**config.mk**
```make
export PLATFORM = sky130hd
export DESIGN_NAME = yuyv_macropixel_to_rgb24_unit
export DESIGN_NICKNAME = d
export VERILOG_FILES = /design/src/rtl/core/ymp2rgb_pkg.sv /design/src/rtl/core/yuyv_macropixel_to_rgb24_unit.sv /design/src/rtl/core/ymp2rgb_chroma.sv /design/src/rtl/core/ymp2rgb_pixel.sv
export SDC_FILE = /design/constraint.sdc
export NUM_CORES = 1
export LEC_CHECK = 0
export BUFFER_PORTS_ARGS = -buffer_cell sky130_fd_sc_hd__clkbuf_2
export CORE_MARGIN = 1
export CORE_UTILIZATION = 60
export CTS_CLUSTER_SIZE = 20
export DETAILED_ROUTE_END_ITERATION = 8
export PLACE_DENSITY = 0.81
export RECOVER_POWER = 25
export SYNTH_ARGS = -nofsm -noshare
export SYNTH_HDL_FRONTEND = slang
export SYNTH_SLANG_ARGS = --single-unit
```
**constraint.sdc**
```tcl
create_clock -name clk -period 9 [get_ports clk]
set_input_delay 0.45 -clock clk [delete_from_list [all_inputs] [get_ports clk]]
set_output_delay 0.45 -clock clk [all_outputs]
set_load 0.005 [all_outputs]
```
**src/rtl/core/ymp2rgb_pkg.sv**
```systemverilog
// ----------------------------------------------------------------------------
// YUYV to RGB24 package
// Widths, Q10 coefficients and shared types of the YUYV to RGB24 unit.
// ----------------------------------------------------------------------------
package ymp2rgb_pkg;

	localparam int SAMPLE_W = 8;
	localparam int Q_SHIFT  = 10;
	// channel sums stay within +-2^20
	localparam int SUM_W    = 22;
	localparam int CH_W     = SUM_W - Q_SHIFT;

	localparam int IN_W  = 4 * SAMPLE_W;
	localparam int OUT_W = 6 * SAMPLE_W;

	// BT.601 studio-range coefficients, Q10
	localparam logic signed [SUM_W-1:0] COEF_Y  = SUM_W'(1192);
	localparam logic signed [SUM_W-1:0] COEF_UB = SUM_W'(2066);
	localparam logic signed [SUM_W-1:0] COEF_VG = SUM_W'(833);
	localparam logic signed [SUM_W-1:0] COEF_UG = SUM_W'(403);
	localparam logic signed [SUM_W-1:0] COEF_VR = SUM_W'(1634);

	localparam logic signed [SUM_W-1:0] LUMA_OFS   = SUM_W'(16);
	localparam logic signed [SUM_W-1:0] CHROMA_OFS = SUM_W'(128);

	localparam logic [SAMPLE_W-1:0] KNEE_RESET = SAMPLE_W'(250);
	localparam logic [SAMPLE_W-1:0] CH_MAX     = SAMPLE_W'(255);

	// chroma contributions shared by both pixels of a macropixel
	typedef struct packed {
		logic signed [SUM_W-1:0] r_term;
		logic signed [SUM_W-1:0] g_term;
		logic signed [SUM_W-1:0] b_term;
	} chroma_terms_t;

endpackage

```
**src/rtl/core/yuyv_macropixel_to_rgb24_unit.sv**
```systemverilog
// A request passes the input register and then the result register on its way to m_tdata.
// Throughput: one macropixel per cycle while m_tready stays high.
// The result register frees the input register, so a new request is taken while a
// result waits; s_tready drops only when both registers are full and m_tready is low.
// Reset (arst_n low): both stages empty, clip_knee back to 250.
// ----------------------------------------------------------------------------
// YUYV macropixel to RGB24 unit
// Converts one YUYV macropixel into two RGB888 pixels, BT.601 studio range, Q10.
// ----------------------------------------------------------------------------
module yuyv_macropixel_to_rgb24_unit
	import ymp2rgb_pkg::*;
(
	input  logic                clk,
	input  logic                arst_n,
	input  logic                clip_knee_we,
	input  logic [SAMPLE_W-1:0] clip_knee_wdata,
	input  logic                s_tvalid,
	output logic                s_tready,
	// luma_first, chroma_blue, luma_second, chroma_red (from bit 0 up)
	input  logic [IN_W-1:0]     s_tdata,
	output logic                m_tvalid,
	input  logic                m_tready,
	// red_first, green_first, blue_first, red_second, green_second, blue_second
	output logic [OUT_W-1:0]    m_tdata
);

	logic [SAMPLE_W-1:0] clip_knee_q;
	logic                valid_s1;
	logic                valid_s2;
	logic [IN_W-1:0]     data_s1;
	logic [OUT_W-1:0]    data_s2;
	logic                adv_s2;
	logic                accept;
	chroma_terms_t       terms;
	logic [SAMPLE_W-1:0] r0, g0, b0, r1, g1, b1;

	// pipeline handshake
	assign adv_s2   = valid_s1 && (!valid_s2 || m_tready);
	assign s_tready = !valid_s1 || adv_s2;
	assign accept   = s_tvalid && s_tready;

	// knee register
	always_ff @(posedge clk or negedge arst_n) begin
		if (!arst_n) begin
			clip_knee_q <= KNEE_RESET;
		end else if (clip_knee_we) begin
			clip_knee_q <= clip_knee_wdata;
		end
	end

	// stage valids
	always_ff @(posedge clk or negedge arst_n) begin
		if (!arst_n) begin
			valid_s1 <= 1'b0;
			valid_s2 <= 1'b0;
		end else begin
			if (accept) begin
				valid_s1 <= 1'b1;
			end else if (adv_s2) begin
				valid_s1 <= 1'b0;
			end
			if (adv_s2) begin
				valid_s2 <= 1'b1;
			end else if (m_tready) begin
				valid_s2 <= 1'b0;
			end
		end
	end

	// input register
	always_ff @(posedge clk) begin
		if (accept) begin
			data_s1 <= s_tdata;
		end
	end

	// conversion datapath
	ymp2rgb_chroma u_chroma (
		.chroma_blue (data_s1[2*SAMPLE_W-1:SAMPLE_W]),
		.chroma_red  (data_s1[4*SAMPLE_W-1:3*SAMPLE_W]),
		.terms       (terms)
	);

	ymp2rgb_pixel u_pix_first (
		.luma  (data_s1[SAMPLE_W-1:0]),
		.terms (terms),
		.knee  (clip_knee_q),
		.red   (r0),
		.green (g0),
		.blue  (b0)
	);

	ymp2rgb_pixel u_pix_second (
		.luma  (data_s1[3*SAMPLE_W-1:2*SAMPLE_W]),
		.terms (terms),
		.knee  (clip_knee_q),
		.red   (r1),
		.green (g1),
		.blue  (b1)
	);

	// result register
	always_ff @(posedge clk) begin
		if (adv_s2) begin
			data_s2 <= {b1, g1, r1, b0, g0, r0};
		end
	end

	assign m_tvalid = valid_s2;
	assign m_tdata  = data_s2;

endmodule

```
**src/rtl/core/ymp2rgb_chroma.sv**
```systemverilog
// ----------------------------------------------------------------------------
// YUYV to RGB24 chroma terms
// Removes the chroma offsets and forms the U/V products for R, G and B.
// ----------------------------------------------------------------------------
module ymp2rgb_chroma
	import ymp2rgb_pkg::*;
(
	input  logic [SAMPLE_W-1:0] chroma_blue,
	input  logic [SAMPLE_W-1:0] chroma_red,
	output chroma_terms_t       terms
);

	logic signed [SUM_W-1:0] d;
	logic signed [SUM_W-1:0] e;

	// signed chroma differences
	assign d = signed'({{(SUM_W-SAMPLE_W){1'b0}}, chroma_blue}) - CHROMA_OFS;
	assign e = signed'({{(SUM_W-SAMPLE_W){1'b0}}, chroma_red}) - CHROMA_OFS;

	// constant-coefficient products
	assign terms.r_term = COEF_VR * e;
	assign terms.g_term = -(COEF_VG * e) - (COEF_UG * d);
	assign terms.b_term = COEF_UB * d;

endmodule

```
**src/rtl/core/ymp2rgb_pixel.sv**
```systemverilog
// ----------------------------------------------------------------------------
// YUYV to RGB24 pixel datapath
// Adds the luma term to the chroma terms, floors by 2^10 and clips to 8 bits.
// ----------------------------------------------------------------------------
module ymp2rgb_pixel
	import ymp2rgb_pkg::*;
(
	input  logic [SAMPLE_W-1:0] luma,
	input  chroma_terms_t       terms,
	input  logic [SAMPLE_W-1:0] knee,
	output logic [SAMPLE_W-1:0] red,
	output logic [SAMPLE_W-1:0] green,
	output logic [SAMPLE_W-1:0] blue
);

	// floor then clip: below zero -> 0, above knee -> 255
	function automatic logic [SAMPLE_W-1:0] clip_ch(
		input logic signed [SUM_W-1:0] sum,
		input logic [SAMPLE_W-1:0]     k
	);
		logic signed [CH_W-1:0] v;
		logic signed [CH_W-1:0] k_s;
		logic [SAMPLE_W-1:0]    res;
		v   = signed'(sum[SUM_W-1:Q_SHIFT]);
		k_s = signed'({{(CH_W-SAMPLE_W){1'b0}}, k});
		if (v > k_s) begin
			res = CH_MAX;
		end else if (v < 0) begin
			res = '0;
		end else begin
			res = v[SAMPLE_W-1:0];
		end
		return res;
	endfunction

	logic signed [SUM_W-1:0] c;
	logic signed [SUM_W-1:0] luma_term;

	// luma contribution
	assign c         = signed'({{(SUM_W-SAMPLE_W){1'b0}}, luma}) - LUMA_OFS;
	assign luma_term = COEF_Y * c;

	// channel sums and clipping
	assign red   = clip_ch(luma_term + terms.r_term, knee);
	assign green = clip_ch(luma_term + terms.g_term, knee);
	assign blue  = clip_ch(luma_term + terms.b_term, knee);

endmodule

```
## Word level (Yosys, flattened, before mapping)

Index checks and enable logic that the tools add are counted.

- Input bits: 45
- Flip-flop bits (word level): 90
- Output and inout bits: 50

- Reductions and logical operators: 8
- Multiply operators: 6
- $add $sub $neg: 12
- Mux-type cells: 10
- Magnitude comparators: 12

Operator list:

| operator | count |
|---|---|
| adder 22 bit | 6 |
| > comparator 12 x 9 -> 1 bit | 6 |
| < comparator 12 x 1 -> 1 bit (second input constant) | 6 |
| two-way mux 8 bit | 6 |
| multiplier 9 x 22 -> 19 bit (first input constant) | 2 |
| multiplier 10 x 22 -> 22 bit (first input constant) | 1 |
| multiplier 11 x 22 -> 21 bit (first input constant) | 1 |
| multiplier 11 x 22 -> 22 bit (first input constant) | 1 |
| multiplier 12 x 22 -> 21 bit (first input constant) | 1 |
| negation 22 bit | 1 |
| subtractor 22 bit | 1 |
| subtractor 8 x 5 -> 9 bit (second input constant) | 2 |
| subtractor 8 x 8 -> 9 bit (second input constant) | 2 |
| two-way mux 1 bit | 4 |
| nonzero test 2 bit | 2 |
| logical AND 1 bit | 2 |
| zero test 1 bit | 2 |
| logical OR 1 bit | 2 |

## Logic depth before layout (Yosys ltp)

Gate-level depths: netlist of run 1.

- Depth in word-level cells: 7
- Depth in mapped cells: 34
- Mapped depth without buffers: 34

## Hierarchy

From an unflattened synthesis of run 1, not the netlist that was laid out.

- Cell total of the unflattened synthesis: 1858
- Area, all modules: 17147.7 um^2

Modules (own cells, without submodules):

| module | instances | cells each | area an instance (um^2) |
|---|---|---|---|
| ymp2rgb_chroma | 1 | 646 | 5870.6 |
| ymp2rgb_pixel at u_pix_second | 1 | 576 | 4371.7 |
| ymp2rgb_pixel at u_pix_first | 1 | 531 | 4075.2 |
| yuyv_macropixel_to_rgb24_unit | 1 | 105 | 2830.2 |

## Worst setup path after synthesis of run 1

No wires, ideal clock.

- Kind: register to register
- Start point: reg data_s1[31]
- End point: reg data_s2[32] (netlist: m_tdata[32]) (data pin)
- Library setup time: 0.255 ns
- Cell stages (with the launch flop): 29
- Slack: 1.049 ns
- Clock period less this slack: 7.951 ns
- Arrival: 7.697 ns
- Cell sequence: edfxtp_1 -> inv_1 -> ha_1 -> fa_1 -> fa_1 -> fa_1 -> inv_1 -> fa_1 -> fa_1 -> inv_1 -> ha_1 -> a21o_1 -> a221oi_2 -> o21ai_0 -> a21oi_1 -> xnor2_1 -> ha_1 -> o21a_1 -> nor2_1 -> a311oi_2 -> nor2_1 -> o21ai_1 -> a21oi_1 -> xnor2_1 -> ha_1 -> a21o_1 -> a211oi_1 -> o221ai_1 -> o21a_1

- Cells in the longest elaborated chain, start to end: 7

Ends and longest elaborated chain:

| what | line | RTL |
|---|---|---|
| start: declaration | yuyv_macropixel_to_rgb24_unit.sv:30 | `logic [IN_W-1:0] data_s1;` |
| start signal: assignment | yuyv_macropixel_to_rgb24_unit.sv:73 | `data_s1 <= s_tdata;` |
| subtractor 8 x 8 -> 9 bit * | ymp2rgb_chroma.sv:18 | `assign e = signed'({{(SUM_W-SAMPLE_W){1'b0}}, chroma_red}) - CHROMA_OFS;` |
| multiplier 11 x 22 -> 22 bit * | ymp2rgb_chroma.sv:22 | `assign terms.g_term = -(COEF_VG * e) - (COEF_UG * d);` |
| negation 22 bit * | ymp2rgb_chroma.sv:22 |  |
| subtractor 22 bit * | ymp2rgb_chroma.sv:22 |  |
| adder 22 bit * | ymp2rgb_pixel.sv:45 | `assign green = clip_ch(luma_term + terms.g_term, knee);` |
| < comparator 12 x 1 -> 1 bit | ymp2rgb_pixel.sv:28 | `end else if (v < 0) begin` |
| two-way mux 8 bit | ymp2rgb_pixel.sv:28 |  |
| end signal: assignment | yuyv_macropixel_to_rgb24_unit.sv:105 | `data_s2 <= {b1, g1, r1, b0, g0, r0};` |
| end: declaration | yuyv_macropixel_to_rgb24_unit.sv:31 | `logic [OUT_W-1:0] data_s2;` |

Every way passes the cells marked *; elsewhere a longest branch is shown, timed or not.
A chain may end at the register's enable or synchronous reset.

## Final worst setup path of run 1

- Start point: reg data_s1[15]
- End point: reg data_s2[34] (netlist: m_tdata[34]) (data pin)

- Cells in the longest elaborated chain, start to end: 6

Ends and longest elaborated chain:

| what | line | RTL |
|---|---|---|
| subtractor 8 x 8 -> 9 bit * | ymp2rgb_chroma.sv:17 | `assign d = signed'({{(SUM_W-SAMPLE_W){1'b0}}, chroma_blue}) - CHROMA_OFS;` |
| multiplier 10 x 22 -> 22 bit * | ymp2rgb_chroma.sv:22 |  |
| subtractor 22 bit * | ymp2rgb_chroma.sv:22 |  |
| adder 22 bit * | ymp2rgb_pixel.sv:45 |  |
| < comparator 12 x 1 -> 1 bit | ymp2rgb_pixel.sv:28 |  |
| two-way mux 8 bit | ymp2rgb_pixel.sv:28 |  |

Marks and branches as above.

==> results.json, run 1 <==
{
  "timing.rr.start": "data_s1[15]$_DFFE_PP_",
  "synth-seq-area-share_pct": 16.00,
  "vias": 13060,
  "synthFlopType": "edfxtp_1",
  "clock_latency_ns": 0.38,
  "dr.pass1.iters": 5,
  "ant_nets": 0,
  "synth_async_sr_flop_share_pct": 11.11,
  "fmax_mhz": 117.9,
  "die_area_um2": 28370,
  "critPathLaunch": "data_s1[15]$_DFFE_PP_",
  "num_rows": 60,
  "status": "finished, final reports clean",
  "path_depth": 30,
  "port_buffers": 94,
  "hp-start": "s_tdata[13]",
  "grt_pass1_vias": 13180,
  "crit_type": "flip-flop to flip-flop",
  "hold_viol": 0,
  "synth_edf_count": 80,
  "drcViolationCount": 0,
  "clkTransAtPathRegs_ns": 0.09,
  "path_max_fanout": 15,
  "fp.dieH_um": 168.4,
  "die_w_um": 168.4,
  "cp_data_arrival_time_ns": 8.60,
  "final_cells": 2251,
  "routed_wl_mm": 40.78,
  "setup_violations": 0,
  "max_stage_delay_ns": 0.55,
  "cp-start-kind": "flip-flop",
  "cp_data_required_time_ns": 9.11,
  "synthesis.nets": 2363,
  "cts_root_buf": "clkbuf_16",
  "cts.sinks": 90,
  "start_util_pct": 61.50,
  "slowest_stage": "fa_1",
  "slew_headroom_pct": 32.16,
  "synth_cells": 1790,
  "synth.most_common_cell": "ha_1",
  "cts_made_buffers": 9,
  "clockBufferDepth": 2,
  "antenna_found_initial": 0,
  "cp_common_cell": "ha_1",
  "yosysWarnings": 0,
  "synthTopCellsByArea": "ha_1 (33%), edfxtp_1 (14%), fa_1 (11%)",
  "syn2layout_area_growth_pct": 7.844,
  "worst-r2r-cell-count": 30,
  "crit_family": "adder cells",
  "wire_per_inst_um": 18.12,
  "drv_slew": 0,
  "drt_iter0_markers": 916,
  "drive_gt1_share_pct": 8.272,
  "post_cts_buffers": 0,
  "end_kind": "flip-flop",
  "synth_top_cell_area_share_pct": 32.90,
  "path_buf_inv": 5,
  "ioPinCount": 95,
  "grt_use_total_pct": 29.80,
  "fin_crit_ns": 8.484,
  "tightest_slew_ns": 1.018,
  "synth_cell_types": 81,
  "cts_htree_levels": 3,
  "yosys-top-cells-count": "ha_1 (437), inv_1 (324), a21oi_1 (111)",
  "num-nets-final": 2478,
  "place.gp.congestion": 0.9514,
  "dp.cells": 2234,
  "worst_clock_skew_ns": 0.02057,
  "cap_violations": 0,
  "min_path_type": "input port to flip-flop",
  "dp_hpwl_mm": 35.65,
  "num-fill-cells": 2152,
  "fin_crit_sh_pct": 94.26,
  "synth_area_um2": 16620,
  "grt_overflow_total": 0,
  "drt-vias-per-instance": 5.803,
  "synth_top_area_cell": "ha_1",
  "syn_avg_cell_area_um2": 9.285,
  "cts_tree": "done",
  "antenna_cells": 0,
  "grt_pass1_wl_mm": 65.94,
  "hold_depth": 1,
  "core_um2": 27030,
  "rsz0062_at_grt": "false",
  "synth_seq_cells": 90,
  "reg2reg_slack_ns": 0.52,
  "setup_tns_ns": 0,
  "grt_max_degree": 49
}
## cell type report
type	instances	area, µm²	share of cell area (%)
Clock buffer	9	225.2	1.256
Timing Repair Buffer	108	575.6	3.211
Sequential cell	90	2660	14.84
Inverter	324	1216	6.785
Tap cell	341	426.7	2.380
Multi-Input combinational cell	1372	12740	71.10
Clock inverter	7	76.32	0.4258
## stage by stage
step	setup slack [ns]	hold slack [ns]	util, %	cell area, µm²
after floorplan	1.049	0.1544	-	16620
after CTS	0.4389	0.2331	66.31	17920
final	0.5163	0.2400	66.32	17920
after global placement	0.7473	0.3222	65.15	17610
after detailed placement	0.4923	0.3287	65.15	17610
after global routing	0.002617	0.2313	66.32	17920
## flip-flops by register name, summed over array words and instances, names as in the netlist
| register | cells |
|---|---|
| m_tvalid | 1 |
| m_tdata | 48 |
| clip_knee_q | 8 |
| data_s1 | 32 |
| valid_s1 | 1 |
## placed cells by master, fill, tap and decap left out, types with 28 or more instances in the layout
master / instances
o21ai_0: 45
ha_1: 437
nor3_1: 28
a21o_1: 41
nand3_1: 32
a21oi_1: 111
xor2_1: 52
nor2_1: 85
fa_1: 91
inv_1: 324
clkbuf_2: 92
o21a_1: 40
edfxtp_1: 80
nand2_1: 63
xnor2_1: 71
## kinds of logic after synthesis
logic type | share of synthesized area (%)
flip-flops | 16.00
AND/OR/NAND/NOR | 9.229
buffers and inverters | 7.430
multiplexers | 0.3914
other | 0.02256
adder cells (fa/ha/maj) | 43.86
AO/OA/AOI/OAI | 16.34
XOR/XNOR | 6.722
## final timing paths
| path | end |
|---|---|
| max | m_tdata[34]$_SDFFCE_PN1P_ |
| min | data_s1[13]$_DFFE_PP_ |
| max reg2reg | m_tdata[34]$_SDFFCE_PN1P_ |
| min reg2reg | m_tvalid$_DFFE_PN0P_ |
| max in group asynchronous | clip_knee_q[4]$_DFFE_PN1P_ |
| min in group asynchronous | clip_knee_q[0]$_DFFE_PN0P_ |
## repair_timing
item | CTS | global route
gates resized for setup | 0 | 3
hold endpoints to repair | 4 | 0
hold buffers | 1 | 0
endpoints found under the setup margin | 0 | 8
## layer usage
metal,vias to the layer above,GRT usage (%),routed length [µm]
li1,6507,-,-
met1,6065,38.66,18450
met2,382,48.78,18400
met3,108,4.537,2061
met4,0,13.99,1861
met5,-,0,0
Power of run 1 is left out: the tool's default activity adds up to more than one toggle a clock period on the data nets, which glitch-free logic cannot reach.
==> run 2, diff against run 1 <==
--- a/config.mk
+++ b/config.mk
@@ -5,12 +5,13 @@
 export SDC_FILE = /design/constraint.sdc
 export NUM_CORES = 1
 export LEC_CHECK = 0
+export ABC_AREA = 1
 export BUFFER_PORTS_ARGS = -buffer_cell sky130_fd_sc_hd__clkbuf_2
 export CORE_MARGIN = 1
 export CORE_UTILIZATION = 60
 export CTS_CLUSTER_SIZE = 20
 export DETAILED_ROUTE_END_ITERATION = 8
-export PLACE_DENSITY = 0.81
+export PLACE_DENSITY = 0.8
 export RECOVER_POWER = 25
 export SYNTH_ARGS = -nofsm -noshare
 export SYNTH_HDL_FRONTEND = slang
==> results.json, run 2 <==
{
  "post_cts_resized": 0,
  "cp_data_arrival_time_ns": 8.36,
  "synth_top_cell_area_share_pct": 27.96,
  "setup_violations": 0,
  "num-nets-final": 3398,
  "cp_data_required_time_ns": 9.14,
  "die_area_um2": 33310,
  "post_cts_buffers": 0,
  "drive_gt1_share_pct": 7.067,
  "fp.dieH_um": 182.5,
  "synth_top_area_cell": "ha_1",
  "drv_slew": 0,
  "min_path_type": "input port to flip-flop",
  "synth_cells": 2714,
  "clkTransAtPathRegs_ns": 0.09,
  "ant_nets": 0,
  "clock_latency_ns": 0.40,
  "synth-seq-area-share_pct": 13.60,
  "cts.sinks": 90,
  "hp-start": "s_tdata[30]",
  "final_cell_mix": "nand2_1 (628), inv_1 (575), ha_1 (437)",
  "max_stage_delay_ns": 0.57,
  "cp-start-kind": "flip-flop",
  "drcViolationCount": 0,
  "grt_overflow_total": 0,
  "cap_violations": 0,
  "antenna_found_initial": 3,
  "synthTopCellsByArea": "ha_1 (28%), edfxtp_1 (12%), nand2_1 (12%)",
  "synth_area_um2": 19550,
  "syn2layout_area_growth_pct": 7.001,
  "fmax_mhz": 121.7,
  "fin_crit_ns": 8.219,
  "path_depth": 37,
  "syn_avg_cell_area_um2": 7.204,
  "slew_headroom_pct": 35.78,
  "synth_edf_count": 80,
  "path_buf_inv": 8,
  "grt_max_degree": 33,
  "rsz0062_at_grt": "false",
  "dp.cells": 3248,
  "use_met2_pct": 60.06,
  "status": "finished, final reports clean",
  "ioPinCount": 95,
  "synth_seq_cells": 90,
  "final_cells": 3267,
  "die_w_um": 182.5,
  "vias": 18020,
  "port_buffers": 94,
  "yosysWarnings": 0,
  "cts_root_buf": "clkbuf_16",
  "grt_use_met1_pct": 45.48,
  "dr.pass1.iters": 6,
  "drt_iter0_markers": 1462,
  "cts_hold_buf": 1,
  "tightest_slew_ns": 0.9532,
  "yosys-top-cells-count": "nand2_1 (628), inv_1 (575), ha_1 (437)",
  "clockBufferDepth": 2,
  "dp_hpwl_mm": 50.31,
  "num_rows": 65,
  "hold_depth": 1,
  "grt_pass1_vias": 17620,
  "final_common_cell": "nand2_1",
  "worst-r2r-cell-count": 37,
  "cp_common_cell": "inv_1",
  "synth.most_common_cell": "nand2_1",
  "timing.rr.start": "data_s1[8]$_DFFE_PP_",
  "crit_family": "adder cells",
  "use_met3_pct": 5.408,
  "grt_use_total_pct": 35.82,
  "synthesis.nets": 3287,
  "cts_made_buffers": 9,
  "critPathLaunch": "data_s1[8]$_DFFE_PP_",
  "synth_async_sr_flop_share_pct": 11.11,
  "core_um2": 31800,
  "slowest_stage": "edfxtp_1",
  "wire_per_inst_um": 17.79,
  "crit_type": "flip-flop to flip-flop",
  "start_util_pct": 61.49,
  "place.gp.congestion": 1.050,
  "path_max_fanout": 8,
  "synth_cell_types": 49,
  "end_kind": "flip-flop",
  "drt-vias-per-instance": 5.515,
  "fin_crit_sh_pct": 91.33,
  "worst_clock_skew_ns": 0.02054,
  "synthFlopType": "edfxtp_1",
  "busiest_layer": "met2",
  "cts_tree": "done",
  "hold_viol": 0,
  "setup_tns_ns": 0,
  "cts_htree_levels": 3,
  "largest_reg_flops": 48,
  "grt_pass1_wl_mm": 91.08,
  "routed_wl_mm": 58.11
}
-- run 2: cell types whose count changed in the layout (fill, tap and decap cells not counted), sizes merged, moves of 32 or more --
cell   delta
a21oi    +76
nor2    +123
a21o     -32
inv     +258
nand3   +103
nand2   +599
o21a     -38
-- run 2: area by class of cell --
class / count / area, µm²
multi-input cells: 2040 / 14710
repair buffers: 101 / 520.5
clock buffers: 9 / 225.2
diodes: 2 / 5.005
clock inverters: 7 / 66.31
inverters: 583 / 2191
flip-flops and latches: 90 / 2660
well taps: 435 / 544.3
fillers: 2814 / 10880
-- run 2: metal layers --
layer | share of wire (%) | up-vias
li1 | - | 8923
met1 | 43 | 8308
met2 | 45 | 655
met3 | 7.0 | 131
met4 | 4.4 | 2
met5 | 0.024 | -
-- run 2: cells by family after synthesis --
logic type               count (synthesis)  share of synthesized area (%)
other                                    1                        0.01918
AND/OR/NAND/NOR                       1084                          24.05
flip-flops                              90                          13.60
AO/OA/AOI/OAI                          314                          8.709
adder cells (fa/ha/maj)                528                          37.28
XOR/XNOR                               112                          5.055
buffers and inverters                  584                          11.22
multiplexers                             1                        0.05759
-- run 2: per-stage QoR --
step           utilization (%)  hold slack [ns]  area, µm²  setup WS [ns]
6_report                 65.79           0.2244      20920         0.7807
3_3_place_gp             64.84           0.3180      20620          1.083
4_1_cts                  65.79           0.2142      20920         0.8784
5_1_grt                  65.78           0.2235      20920         0.2375
2_1_floorplan                -           0.1544      19550          1.674
3_5_place_dp             64.84           0.3237      20620         0.9244
-- run 2: path summary, 6_finish.rpt --
path,slack [ns],to
max,0.78,m_tdata[32]$_SDFFCE_PN1P_
min,0.22,data_s1[30]$_DFFE_PP_
max reg2reg,0.78,m_tdata[32]$_SDFFCE_PN1P_
min reg2reg,0.52,m_tvalid$_DFFE_PN0P_
max in group asynchronous,8.09,clip_knee_q[5]$_DFFE_PN1P_
min in group asynchronous,0.55,valid_s1$_DFFE_PN0P_
Power of run 2 is left out for the same reason.
==> run 3, diff against run 2 <==
--- a/config.mk
+++ b/config.mk
@@ -8,10 +8,10 @@
 export ABC_AREA = 1
 export BUFFER_PORTS_ARGS = -buffer_cell sky130_fd_sc_hd__clkbuf_2
 export CORE_MARGIN = 1
-export CORE_UTILIZATION = 60
+export CORE_UTILIZATION = 59
 export CTS_CLUSTER_SIZE = 20
 export DETAILED_ROUTE_END_ITERATION = 8
-export PLACE_DENSITY = 0.8
+export PLACE_DENSITY = 0.82
 export RECOVER_POWER = 25
 export SYNTH_ARGS = -nofsm -noshare
 export SYNTH_HDL_FRONTEND = slang
==> constraint.sdc (replaced) <==
create_clock -name clk -period 7.1 [get_ports clk]
set_input_delay 0.355 -clock clk [delete_from_list [all_inputs] [get_ports clk]]
set_output_delay 0.355 -clock clk [all_outputs]
set_load 0.005 [all_outputs]
==> results.json, run 3 (synthesized netlist as in run 2, its figures left out) <==
{
  "final_cells": 3483,
  "port_buffers": 94,
  "slowest_stage": "fa_1",
  "final_core_util_pct": 73.95,
  "setup_slack_ns": -0.3928,
  "cts_htree_levels": 3,
  "grt_max_degree": 49,
  "antenna_found_initial": 1,
  "crit_type": "flip-flop to flip-flop",
  "ioPinCount": 95,
  "drt_iter0_markers": 1278,
  "violations": "setup timing",
  "setup_violations": 16,
  "grt_use_total_pct": 37.18,
  "num-nets-final": 3609,
  "status": "finished with violations",
  "hold_viol": 0,
  "final_common_cell": "nand2_1",
  "stdcell_area_um2": 24060,
  "cts_made_buffers": 9,
  "routed_wl_mm": 63.53,
  "clock_latency_ns": 0.40,
  "end_kind": "flip-flop",
  "fmax_mhz": 133.5,
  "min_path_type": "input port to flip-flop",
  "timing.rr.end": "m_tdata[32]$_SDFFCE_PN1P_",
  "wire_per_inst_um": 18.24,
  "cp_data_required_time_ns": 7.24,
  "cp-start-kind": "flip-flop",
  "cts_root_buf": "clkbuf_16",
  "drv_slew": 0,
  "grt_overflow_total": 0,
  "fin_crit_ns": 7.493,
  "fin_crit_sh_pct": 105.5,
  "tightest_slew_ns": 0.9984,
  "max_stage_delay_ns": 0.57,
  "hold_depth": 1,
  "ant_nets": 0,
  "num-fill-cells": 2522,
  "clkTransAtPathRegs_ns": 0.09,
  "dr.pass1.iters": 5,
  "cp_common_cell": "buf_4",
  "slew_headroom_pct": 33.21,
  "antenna_cells": 0,
  "placed_cell_area_um2": 21930,
  "drt-vias-per-instance": 5.515,
  "vias": 19210,
  "cap_violations": 0,
  "die_area_um2": 33870,
  "grt_pass1_wl_mm": 96.34,
  "hp-start": "s_tdata[17]",
  "syn2layout_area_growth_pct": 23.05,
  "rsz0062_at_grt": "true",
  "num_rows": 66,
  "clockBufferDepth": 2,
  "largest_reg_flops": 48,
  "fp.dieH_um": 184.0,
  "crit_family": "adder cells",
  "reg2reg_slack_ns": -0.39,
  "core_um2": 32540,
  "path_max_fanout": 8,
  "drive_gt1_share_pct": 21.80,
  "final_cell_mix": "nand2_1 (581), inv_1 (544), ha_1 (389)",
  "worst_clock_skew_ns": 0.02033,
  "dp_hpwl_mm": 50.84,
  "place.gp.congestion": 1.049,
  "min_to": "data_s1[17]$_DFFE_PP_",
  "worst-r2r-cell-count": 37,
  "cts_tree": "done",
  "cts.sinks": 90,
  "path_buf_inv": 14,
  "drcViolationCount": 0,
  "timing.rr.start": "data_s1[15]$_DFFE_PP_",
  "start_util_pct": 60.09,
  "grt_pass1_vias": 18920,
  "cp_data_arrival_time_ns": 7.64,
  "dp.cells": 3409,
  "die_w_um": 184.0
}
[run 3: cell count changes in the layout (fill, tap and decap cells not counted), moves of 29 or more]
cell / delta
inv_1: -31
ha_4: +42
nor2_1: -29
a21oi_1: -37
nand2_1: -47
buf_4: +202
nand2_2: +34
ha_1: -48
[run 3: metrics by stage]
step                setup TNS (ns)  hold slack (ns)  worst slack, ns
finish                      -4.694           0.1256          -0.3928
global route                -9.112           0.1175          -0.6424
CTS                         -1.413           0.1223          -0.1454
detailed placement          -7.144           0.2321          -0.5074
global placement            -3.179           0.2208          -0.2188
floorplan                        0          0.05941        0.0004468
[run 3: metal layers]
| layer | wire length, µm | track usage [%] | part of all wire, % |
|---|---|---|---|
| met1 | 25840 | 43.85 | 41 |
| met2 | 28780 | 61.67 | 45 |
| met3 | 4371 | 7.171 | 6.9 |
| met4 | 4535 | 24.20 | 7.1 |
| met5 | 0 | 0 | 0 |
[run 3: cell type report]
cell class                      count  area [µm²]  area share (%)
Timing Repair Buffer              312        2158           8.971
Multi-Input combinational cell   2040       16170           67.20
Inverter                          583        2203           9.158
Tap cell                          442       553.0           2.299
Sequential cell                    90        2660           11.06
Clock buffer                       10       250.2           1.040
Clock inverter                      6       67.56          0.2808
[run 3: worst max-delay path by stage]
stage / from / endpoint / slack [ns] / cells after the start
floorplan: data_s1[10]$_DFFE_PP_ / m_tdata[32]$_SDFFCE_PN1P_ / 0.0004 / 36
global placement: data_s1[10]$_DFFE_PP_ / m_tdata[39]$_SDFFCE_PN1P_ / -0.22 / 38
detailed placement: data_s1[10]$_DFFE_PP_ / m_tdata[32]$_SDFFCE_PN1P_ / -0.51 / 34
CTS: data_s1[10]$_DFFE_PP_ / m_tdata[32]$_SDFFCE_PN1P_ / -0.15 / 38
global route: data_s1[31]$_DFFE_PP_ / m_tdata[32]$_SDFFCE_PN1P_ / -0.64 / 42
finish: data_s1[15]$_DFFE_PP_ / m_tdata[32]$_SDFFCE_PN1P_ / -0.39 / 37
[run 3: what timing repair did]
item | 4_1_cts | 5_1_grt
pin swaps | 70 | 94
setup endpoints to repair | 16 | 48
resized for setup | 126 | 182
hold endpoints to repair | 4 | 0
hold buffers | 1 | 0
setup buffers | 47 | 11
Power of run 3 is left out for the same reason.
